<file path="src/hw/rtl/hexc_pkg.sv">
// shared constants and types for the cartesian to hex cell core
`timescale 1ns / 1ps

package hexc_pkg;

    localparam int POINT_W   = 32;
    localparam int COL_W     = 17;
    localparam int ROW_W     = 16;
    localparam int FRAC_W    = 16;
    localparam int IN_DATA_W = 2 * POINT_W;
    localparam int OUT_PAY_W = COL_W + ROW_W;
    localparam int OUT_DATA_W = ((OUT_PAY_W + 7) / 8) * 8;

    localparam int MAP_SCALE_DEF = 1;
    localparam int PIPE_DEPTH    = 6;

    // reciprocal divider
    localparam int DIV_NUM_W  = POINT_W + 1;
    localparam int RECIP_W    = 32;
    localparam int RECIP_BASE = 31;
    localparam longint SCALE_HALF = 64'sd2147483648;

    // hex geometry, alpha in q16.16
    localparam longint HEX_ALPHA  = 18919;
    localparam longint HEX_PERIOD = 6 * HEX_ALPHA;
    localparam int     PAIR_REM_W = $clog2(HEX_PERIOD + 1);
    localparam int     XC_W       = 16;
    localparam longint PAIR_OFS   = (SCALE_HALF + HEX_ALPHA + HEX_PERIOD - 1) / HEX_PERIOD;
    localparam longint PAIR_BIAS  = PAIR_OFS * HEX_PERIOD - HEX_ALPHA;

    localparam logic [DIV_NUM_W-1:0] PAIR_OFS_C  = DIV_NUM_W'(PAIR_OFS);
    localparam logic [DIV_NUM_W-1:0] PAIR_BIAS_C = DIV_NUM_W'(PAIR_BIAS);

    localparam logic [PAIR_REM_W-1:0] BAND_2A = PAIR_REM_W'(2 * HEX_ALPHA);
    localparam logic [PAIR_REM_W-1:0] BAND_3A = PAIR_REM_W'(3 * HEX_ALPHA);
    localparam logic [PAIR_REM_W-1:0] BAND_5A = PAIR_REM_W'(5 * HEX_ALPHA);
    localparam logic [PAIR_REM_W-1:0] BAND_6A = PAIR_REM_W'(6 * HEX_ALPHA);

    localparam int EDGE_W   = 2 * POINT_W;
    localparam int EDGE_P_W = 32;
    localparam int CMP_W    = PAIR_REM_W + FRAC_W + 15;
    localparam logic [FRAC_W-1:0]   EDGE_SLOPE = FRAC_W'(2 * HEX_ALPHA);
    localparam logic [CMP_W-1:0]    EDGE_FULL  = CMP_W'(2 * HEX_ALPHA * 65536);
    localparam logic [CMP_W-1:0]    EDGE_HALF  = CMP_W'(2 * HEX_ALPHA * 32768);

    localparam logic [1:0] COL_OFS_0 = 2'd0;
    localparam logic [1:0] COL_OFS_1 = 2'd1;
    localparam logic [1:0] COL_OFS_2 = 2'd2;

    typedef struct packed {
        logic ld_a;
        logic ld_b;
    } hexc_div_ctl_t;

endpackage

</file>
<file path="src/hw/rtl/hexc_floor_div.sv">
// two stage floor division of an unsigned word by a constant via reciprocal multiply
`timescale 1ns / 1ps

module hexc_floor_div
    import hexc_pkg::*;
#(
    parameter int DIVISOR = MAP_SCALE_DEF
)
(
    input  logic                               clk,
    input  hexc_div_ctl_t                      ctl,
    input  logic [DIV_NUM_W-1:0]               num,
    output logic [DIV_NUM_W-1:0]               quot,
    output logic [$clog2(DIVISOR + 1)-1:0]     rem
);

    localparam int SHIFT  = RECIP_BASE + $clog2(DIVISOR);
    localparam int REM_W  = $clog2(DIVISOR + 1);
    localparam int REM0_W = $clog2(5 * DIVISOR);
    localparam int PROD_W = DIV_NUM_W + RECIP_W;
    localparam int BACK_W = DIV_NUM_W + REM_W;
    localparam logic [RECIP_W-1:0] RECIP = RECIP_W'((64'd1 << SHIFT) / DIVISOR);

    logic [PROD_W-1:0]    prod;
    logic [PROD_W-1:0]    prod_sh;
    logic [DIV_NUM_W-1:0] q0_next;
    logic [DIV_NUM_W-1:0] q0_reg;
    logic [DIV_NUM_W-1:0] num_reg;
    logic [BACK_W-1:0]    back;
    logic [DIV_NUM_W-1:0] rem0_full;
    logic [REM0_W-1:0]    rem0;
    logic [REM0_W-1:0]    rem_fix;
    logic [2:0]           step;
    logic [DIV_NUM_W-1:0] quot_next;
    logic [DIV_NUM_W-1:0] quot_reg;
    logic [REM_W-1:0]     rem_next;
    logic [REM_W-1:0]     rem_reg;

    // estimate, low by at most four
    assign prod    = PROD_W'(num) * PROD_W'(RECIP);
    assign prod_sh = prod >> SHIFT;
    assign q0_next = prod_sh[DIV_NUM_W-1:0];

    always_ff @(posedge clk)
    begin
        if (ctl.ld_a)
        begin
            q0_reg  <= q0_next;
            num_reg <= num;
        end
    end

    assign back      = BACK_W'(q0_reg) * BACK_W'(DIVISOR);
    assign rem0_full = num_reg - back[DIV_NUM_W-1:0];
    assign rem0      = rem0_full[REM0_W-1:0];

    always_comb
    begin
        step = '0;
        for (int j = 1; j <= 4; j++)
        begin
            if (rem0 >= REM0_W'(j * DIVISOR))
            begin
                step = 3'(j);
            end
        end
    end

    assign rem_fix   = rem0 - REM0_W'(int'(step) * DIVISOR);
    assign rem_next  = rem_fix[REM_W-1:0];
    assign quot_next = q0_reg + DIV_NUM_W'(step);

    always_ff @(posedge clk)
    begin
        if (ctl.ld_b)
        begin
            quot_reg <= quot_next;
            rem_reg  <= rem_next;
        end
    end

    assign quot = quot_reg;
    assign rem  = rem_reg;

endmodule

</file>
<file path="src/hw/rtl/hexc_band.sv">
// band and edge tests inside the column pair period, result register
`timescale 1ns / 1ps

module hexc_band
    import hexc_pkg::*;
(
    input  logic                    clk,
    input  logic                    ld,
    input  logic [PAIR_REM_W-1:0]   r,
    input  logic [XC_W-1:0]         xc,
    input  logic [ROW_W-1:0]        yc,
    input  logic                    fhi,
    input  logic [EDGE_P_W-1:0]     p,
    output logic [COL_W-1:0]        cell_column,
    output logic [ROW_W-1:0]        cell_row
);

    logic [PAIR_REM_W-1:0] d2;
    logic [PAIR_REM_W-1:0] d5;
    logic [PAIR_REM_W-1:0] d6;
    logic [CMP_W-1:0]      p_w;
    logic [CMP_W-1:0]      p_rest;
    logic [CMP_W-1:0]      p_half;
    logic [CMP_W-1:0]      d2_w;
    logic [CMP_W-1:0]      d5_w;
    logic [CMP_W-1:0]      d6_w;
    logic [1:0]            xo;
    logic                  yo;
    logic [COL_W-1:0]      col_next;
    logic [ROW_W-1:0]      row_next;
    logic [COL_W-1:0]      col_reg;
    logic [ROW_W-1:0]      row_reg;

    assign d2 = r - BAND_2A;
    assign d5 = r - BAND_5A;
    assign d6 = BAND_6A - r;

    assign p_w    = CMP_W'(p);
    assign p_rest = EDGE_FULL - p_w;
    assign p_half = p_w - EDGE_HALF;
    assign d2_w   = CMP_W'({d2, FRAC_W'(0)});
    assign d5_w   = CMP_W'({d5, FRAC_W'(0)});
    assign d6_w   = CMP_W'({d6, FRAC_W'(0)});

    always_comb
    begin
        xo = COL_OFS_0;
        yo = 1'b0;
        if (r < BAND_2A)
        begin
            xo = COL_OFS_0;
            yo = 1'b0;
        end
        else if (r >= BAND_3A && r < BAND_5A)
        begin
            xo = COL_OFS_1;
            yo = fhi;
        end
        else if (r < BAND_3A)
        begin
            if (!fhi)
            begin
                xo = (p_w <= d2_w) ? COL_OFS_1 : COL_OFS_0;
                yo = 1'b0;
            end
            else if (p_rest > d2_w)
            begin
                xo = COL_OFS_0;
                yo = 1'b0;
            end
            else
            begin
                xo = COL_OFS_1;
                yo = 1'b1;
            end
        end
        else if (!fhi)
        begin
            xo = (p_w <= d6_w) ? COL_OFS_1 : COL_OFS_2;
            yo = 1'b0;
        end
        else if (p_half <= d5_w)
        begin
            xo = COL_OFS_2;
            yo = 1'b0;
        end
        else
        begin
            xo = COL_OFS_1;
            yo = 1'b1;
        end
    end

    assign col_next = {xc, 1'b0} + COL_W'(xo);

    // row saturates at the top of its range
    always_comb
    begin
        if (yo && yc == {1'b0, {(ROW_W-1){1'b1}}})
        begin
            row_next = yc;
        end
        else
        begin
            row_next = yc + ROW_W'(yo);
        end
    end

    always_ff @(posedge clk)
    begin
        if (ld)
        begin
            col_reg <= col_next;
            row_reg <= row_next;
        end
    end

    assign cell_column = col_reg;
    assign cell_row    = row_reg;

endmodule

</file>
<file path="src/hw/rtl/cartesian_to_hex_cell_core.sv">
// top level: point to flat-topped hex cell pipeline with stream ports
`timescale 1ns / 1ps

// Maps a signed q16.16 point (x in the low word of s_tdata, y in the high word) to the
// flat-topped hex cell holding it, in offset coordinates. One beat is taken every clock unless
// back pressure has filled the pipeline; the six stages are the input register, two stages
// for the reciprocal divide by MAP_SCALE, two for the reciprocal divide by the column pair
// period, and the band test feeding the result register. Back pressure on m_tready stalls
// only as far as needed: empty stages keep filling while a result waits.

module cartesian_to_hex_cell_core
    import hexc_pkg::*;
#(
    parameter int MAP_SCALE = MAP_SCALE_DEF
)
(
    input  logic                  clk,
    input  logic                  rst_n,
    input  logic                  s_tvalid,
    output logic                  s_tready,
    input  logic [IN_DATA_W-1:0]  s_tdata,   // point_x, point_y
    output logic                  m_tvalid,
    input  logic                  m_tready,
    output logic [OUT_DATA_W-1:0] m_tdata    // cell_column, cell_row, zero pad
);

    localparam longint SCALE_RD = SCALE_HALF % MAP_SCALE;
    localparam logic [DIV_NUM_W-1:0] SCALE_K =
        DIV_NUM_W'((SCALE_RD == 0) ? 0 : (MAP_SCALE - SCALE_RD));
    localparam logic [DIV_NUM_W-1:0] SCALE_ADJ =
        DIV_NUM_W'(SCALE_HALF / MAP_SCALE + ((SCALE_RD != 0) ? 1 : 0));

    logic [PIPE_DEPTH-1:0] valid_reg;
    logic [PIPE_DEPTH-1:0] valid_next;
    logic [PIPE_DEPTH:0]   ready;
    logic [PIPE_DEPTH:0]   valid_in;

    logic [POINT_W-1:0]    x_reg;
    logic [POINT_W-1:0]    y_reg;
    logic [DIV_NUM_W-1:0]  x_num;
    logic [DIV_NUM_W-1:0]  y_num;
    logic [DIV_NUM_W-1:0]  x_quot;
    logic [DIV_NUM_W-1:0]  y_quot;
    logic [DIV_NUM_W-1:0]  xs_full;
    logic [DIV_NUM_W-1:0]  ys_full;
    logic [DIV_NUM_W-1:0]  pair_num;
    logic [DIV_NUM_W-1:0]  pair_quot;
    logic [PAIR_REM_W-1:0] pair_rem;
    logic [DIV_NUM_W-1:0]  xc_full;

    logic [ROW_W-1:0]      yc_s3_reg;
    logic                  fhi_s3_reg;
    logic [EDGE_P_W-1:0]   p_s3_reg;
    logic [ROW_W-1:0]      yc_s4_reg;
    logic                  fhi_s4_reg;
    logic [EDGE_P_W-1:0]   p_s4_reg;
    logic [EDGE_P_W-1:0]   p_next;

    logic [COL_W-1:0]      cell_column;
    logic [ROW_W-1:0]      cell_row;

    hexc_div_ctl_t         scale_ctl;
    hexc_div_ctl_t         pair_ctl;

    // per-stage ready, a stage loads when empty or when the next one loads
    assign valid_in = {valid_reg, s_tvalid};

    always_comb
    begin
        ready[PIPE_DEPTH] = m_tready;
        for (int k = PIPE_DEPTH - 1; k >= 0; k--)
        begin
            ready[k] = !valid_reg[k] || ready[k+1];
        end
        for (int k = 0; k < PIPE_DEPTH; k++)
        begin
            valid_next[k] = ready[k] ? valid_in[k] : valid_reg[k];
        end
    end

    always_ff @(posedge clk or negedge rst_n)
    begin
        if (!rst_n)
        begin
            valid_reg <= '0;
        end
        else
        begin
            valid_reg <= valid_next;
        end
    end

    assign s_tready = ready[0];
    assign m_tvalid = valid_reg[PIPE_DEPTH-1];

    always_ff @(posedge clk)
    begin
        if (ready[0])
        begin
            x_reg <= s_tdata[POINT_W-1:0];
            y_reg <= s_tdata[IN_DATA_W-1:POINT_W];
        end
    end

    // offset binary makes the dividend non-negative
    assign x_num = {1'b0, ~x_reg[POINT_W-1], x_reg[POINT_W-2:0]} + SCALE_K;
    assign y_num = {1'b0, ~y_reg[POINT_W-1], y_reg[POINT_W-2:0]} + SCALE_K;

    assign scale_ctl = '{ld_a: ready[1], ld_b: ready[2]};
    assign pair_ctl  = '{ld_a: ready[3], ld_b: ready[4]};

    hexc_floor_div #(
        .DIVISOR (MAP_SCALE)
    ) u_scale_x (
        .clk  (clk),
        .ctl  (scale_ctl),
        .num  (x_num),
        .quot (x_quot),
        .rem  ()
    );

    hexc_floor_div #(
        .DIVISOR (MAP_SCALE)
    ) u_scale_y (
        .clk  (clk),
        .ctl  (scale_ctl),
        .num  (y_num),
        .quot (y_quot),
        .rem  ()
    );

    assign xs_full  = x_quot - SCALE_ADJ;
    assign ys_full  = y_quot - SCALE_ADJ;
    assign pair_num = {xs_full[POINT_W-1], xs_full[POINT_W-1:0]} + PAIR_BIAS_C;

    hexc_floor_div #(
        .DIVISOR (int'(HEX_PERIOD))
    ) u_pair (
        .clk  (clk),
        .ctl  (pair_ctl),
        .num  (pair_num),
        .quot (pair_quot),
        .rem  (pair_rem)
    );

    assign p_next = EDGE_P_W'(ys_full[FRAC_W-1:0]) * EDGE_P_W'(EDGE_SLOPE);

    always_ff @(posedge clk)
    begin
        if (ready[3])
        begin
            yc_s3_reg  <= ys_full[POINT_W-1:FRAC_W];
            fhi_s3_reg <= ys_full[FRAC_W-1];
            p_s3_reg   <= p_next;
        end
        if (ready[4])
        begin
            yc_s4_reg  <= yc_s3_reg;
            fhi_s4_reg <= fhi_s3_reg;
            p_s4_reg   <= p_s3_reg;
        end
    end

    assign xc_full = pair_quot - PAIR_OFS_C;

    hexc_band u_band (
        .clk         (clk),
        .ld          (ready[5]),
        .r           (pair_rem),
        .xc          (xc_full[XC_W-1:0]),
        .yc          (yc_s4_reg),
        .fhi         (fhi_s4_reg),
        .p           (p_s4_reg),
        .cell_column (cell_column),
        .cell_row    (cell_row)
    );

    assign m_tdata = {{(OUT_DATA_W - OUT_PAY_W){1'b0}}, cell_row, cell_column};

endmodule

</file>
<file path="config.mk">
export PLATFORM = sky130hd
export DESIGN_NAME = cartesian_to_hex_cell_core
export DESIGN_NICKNAME = d
export VERILOG_FILES = /design/src/hw/rtl/hexc_pkg.sv /design/src/hw/rtl/hexc_floor_div.sv /design/src/hw/rtl/hexc_band.sv /design/src/hw/rtl/cartesian_to_hex_cell_core.sv
export SDC_FILE = /design/constraint.sdc
export NUM_CORES = 2
export LEC_CHECK = 0
export ABC_AREA = 0
export BUFFER_PORTS_ARGS = -buffer_cell sky130_fd_sc_hd__buf_2
export CAP_MARGIN = 10
export CORE_MARGIN = 10
export CORE_UTILIZATION = 40
export CTS_CLUSTER_DIAMETER = 120
export DETAILED_ROUTE_END_ITERATION = 10
export SYNTH_ARGS = -nofsm -noshare
export SYNTH_HDL_FRONTEND = slang
export SYNTH_SLANG_ARGS = --single-unit
</file>
<file path="constraint.sdc">
create_clock -name clk -period 26.7 [get_ports clk]
set_input_delay 6.675 -clock clk [delete_from_list [all_inputs] [get_ports clk]]
set_output_delay 6.675 -clock clk [all_outputs]
set_load 0.02 [all_outputs]
</file>
==> summary.txt <==
Hold/Removal Path Class -> reg -> reg
Seq/Total Area, Yosys -> 28.2%
Syn Inst Count -> 3757
Reg clk slew, reported paths -> 0.06 ns
Vias/cell -> 4.87
# IOs -> 110
Inst Count DP -> 5245
CP max-delay cell -> nor2_1
drt wl/cell -> 17.6 µm
Routed Antenna Nets -> 0
clock root buffer master -> clkbuf_16
area of the multi-input gates -> 26800 µm²
Slew @ Worst Pin -> 1.03 ns
aggregate global-route resource usage -> 16.2%
Crit. End Element -> output pin
final core occ -> 43.9%
number of max-cap violations -> 0
family with the most delay on the worst path -> simple AND/OR/NAND/NOR gates
initial drt markers -> 1195
Slew HR -> 31.4%
NumNets Final -> 5178
first-pass GRT wire length -> 150000 µm
crit path launch type -> primary input
height of the die -> 345 µm
async set-or-reset flop fraction in the synthesized netlist -> 1.51%
vias in the first global route -> 27403
routed vias -> 25906
clock skew -> 0.0323 ns
I/O Buffers -> 102
Final Hold Slack -> 0.407 ns
fraction of layout cells with a size suffix above 1 -> 6.18%
full die area -> 119000 µm²
final WL -> 93500 µm
Fmax -> 63.8 MHz
hold_buf cts -> 0
H-Tree Depth -> 2
Post CTS Setup Buffer Count -> 0
Cell Area, Synth -> 42200 µm²
hpwl dp -> 78000 µm
crit path DAT -> 8.99 ns
crit path cell chain -> buf_2, nor2b_1, nand3_4, nor2_1, nand3_4, buf_2
Rows -> 119
total core area -> 105000 µm²
Post-Layout Cell Count -> 5324
Reg area -> 11900 µm²
post-cts resize count -> 0
Buf+Inv Stages, Crit Path -> 2
period utilisation layout -> 58.7%
router iterations before antenna repair -> 5
Die Width -> 345 µm
CTS Sinks -> 397
clock period minus final worst setup slack -> 15.67 ns
Filler cells -> 9925
CP max stage delay -> 0.50 ns
Yosys reg bits -> 397
commonest non-fill, non-tap cell in the layout -> inv_1
final hold vios -> 0
Setup TNS Final -> 0 ns
Skew-Pair Late Insertion Delay -> 0.60 ns
CTS max path bufs -> 3
Primary FF master, synth -> edfxtp_1
final slew viol count -> 0
CP Max Fanout -> 27
GP Congestion -> 0.910
RSZ-0062 raised after global routing -> no
yosys warns -> 0
leading cell types in the layout, fill and taps excluded -> inv_1, ha_1, fa_1
CTS tree -> built
status -> finished, final reports clean
initial antenna violation count -> 0
number of library cell types mapped by synthesis -> 82
Residual DRC -> 0
Setup-failing EPs final -> 0
critical path required time -> 20.02 ns
Area growth syn-to-layout -> 9.08%
ANT cells -> 0
total gr overflow -> 0
largest net degree at the start of global routing -> 67
Crit Path Category -> in -> out
number of synthesized flops with an enable pin -> 391
Starting Density -> 40.2%
CTS Buf Count -> 45
Avg Synthesized Cell Area -> 11.2 µm²
[kinds of logic after synthesis]
| kind of cell | synth area share, % |
|---|---|
| fa+ha+maj | 45.0 |
| buf+inv | 8.62 |
| simple gates | 5.92 |
| compound gates | 6.84 |
| flops | 28.2 |
| xor+xnor | 5.39 |
| mux | 0.0474 |
| other cells | 0.00888 |
[metrics by stage]
stage / area [µm²] / setup slack [ns]
5_1_grt: 46000 / 10.85
3_5_place_dp: 44600 / 10.97
4_1_cts: 46000 / 10.95
6_report: 46000 / 11.03
2_1_floorplan: 42200 / 8.71
3_3_place_gp: 44600 / 11.04
[metal layers]
metal / GRT usage, % / wire length (µm) / share of wire [%]
met4: 3.75 / 2080 / 2.2
met2: 28.7 / 46900 / 50
met3: 1.82 / 2940 / 3.2
met1: 21.2 / 41500 / 44
met5: 0 / 0 / 0
[synthesized netlist by cell type (6+ instances only)]
library cell    n  area [µm²]
and3_1         22         138
o31ai_1         7        52.6
nor2_1        106         398
nor2b_1        29         181
edfxtp_1      391       11700
a211o_1         7        61.3
a21oi_1       124         621
nand4_1        25         156
nand2_1       101         379
dfrtp_1         6         150
and2_1         11        68.8
a211oi_1       18         135
fa_1          514       10300
nand4b_1        7        61.3
o211ai_1       10        75.1
a21o_1         63         473
o21a_1         31         233
a31oi_1        20         125
nor3_1         44         220
or2_2          13        81.3
a21boi_0        6        45.0
nor4_1         12        75.1
o21bai_1       15         113
o21ai_0        72         360
ha_1          695        8700
nand3_1        56         280
xor2_1        106         928
clkbuf_1       32         120
or3_1          12        75.1
buf_4           7        52.6
xnor2_1       152        1330
nand2b_1       30         188
inv_1         919        3450
[worst paths after layout]
| check | endpoint | start | slack, ns | cells past startpoint |
|---|---|---|---|---|
| max reg2reg | u_pair.q0_reg[12]$_DFFE_PP_ | u_scale_x.quot[0]$_DFFE_PP_ | 15.76 | 32 |
| min in group asynchronous | valid_reg[4]$_DFFE_PN0P_ | rst_n | 5.90 | 1 |
| max in group asynchronous | valid_reg[3]$_DFFE_PN0P_ | rst_n | 20.63 | 1 |
| min reg2reg | u_scale_y.quot[11]$_DFFE_PP_ | u_scale_y.q0_reg[11]$_DFFE_PP_ | 0.41 | 0 |
| min | u_scale_y.quot[11]$_DFFE_PP_ | u_scale_y.q0_reg[11]$_DFFE_PP_ | 0.41 | 0 |
| max | s_tready | m_tready | 11.03 | 6 |
[cell type report]
| type | count | share of cell area, % |
|---|---|---|
| Clock inverter | 22 | 0.389 |
| Inverter | 919 | 7.49 |
| Multi-Input combinational cell | 2406 | 58.2 |
| Clock buffer | 57 | 2.70 |
| Sequential cell | 397 | 25.8 |
| Tap cell | 1391 | 3.78 |
| Timing Repair Buffer | 132 | 1.60 |
Power is not shown: default switching activity piles up to over one toggle a cycle in this logic, so the estimate is an artifact.
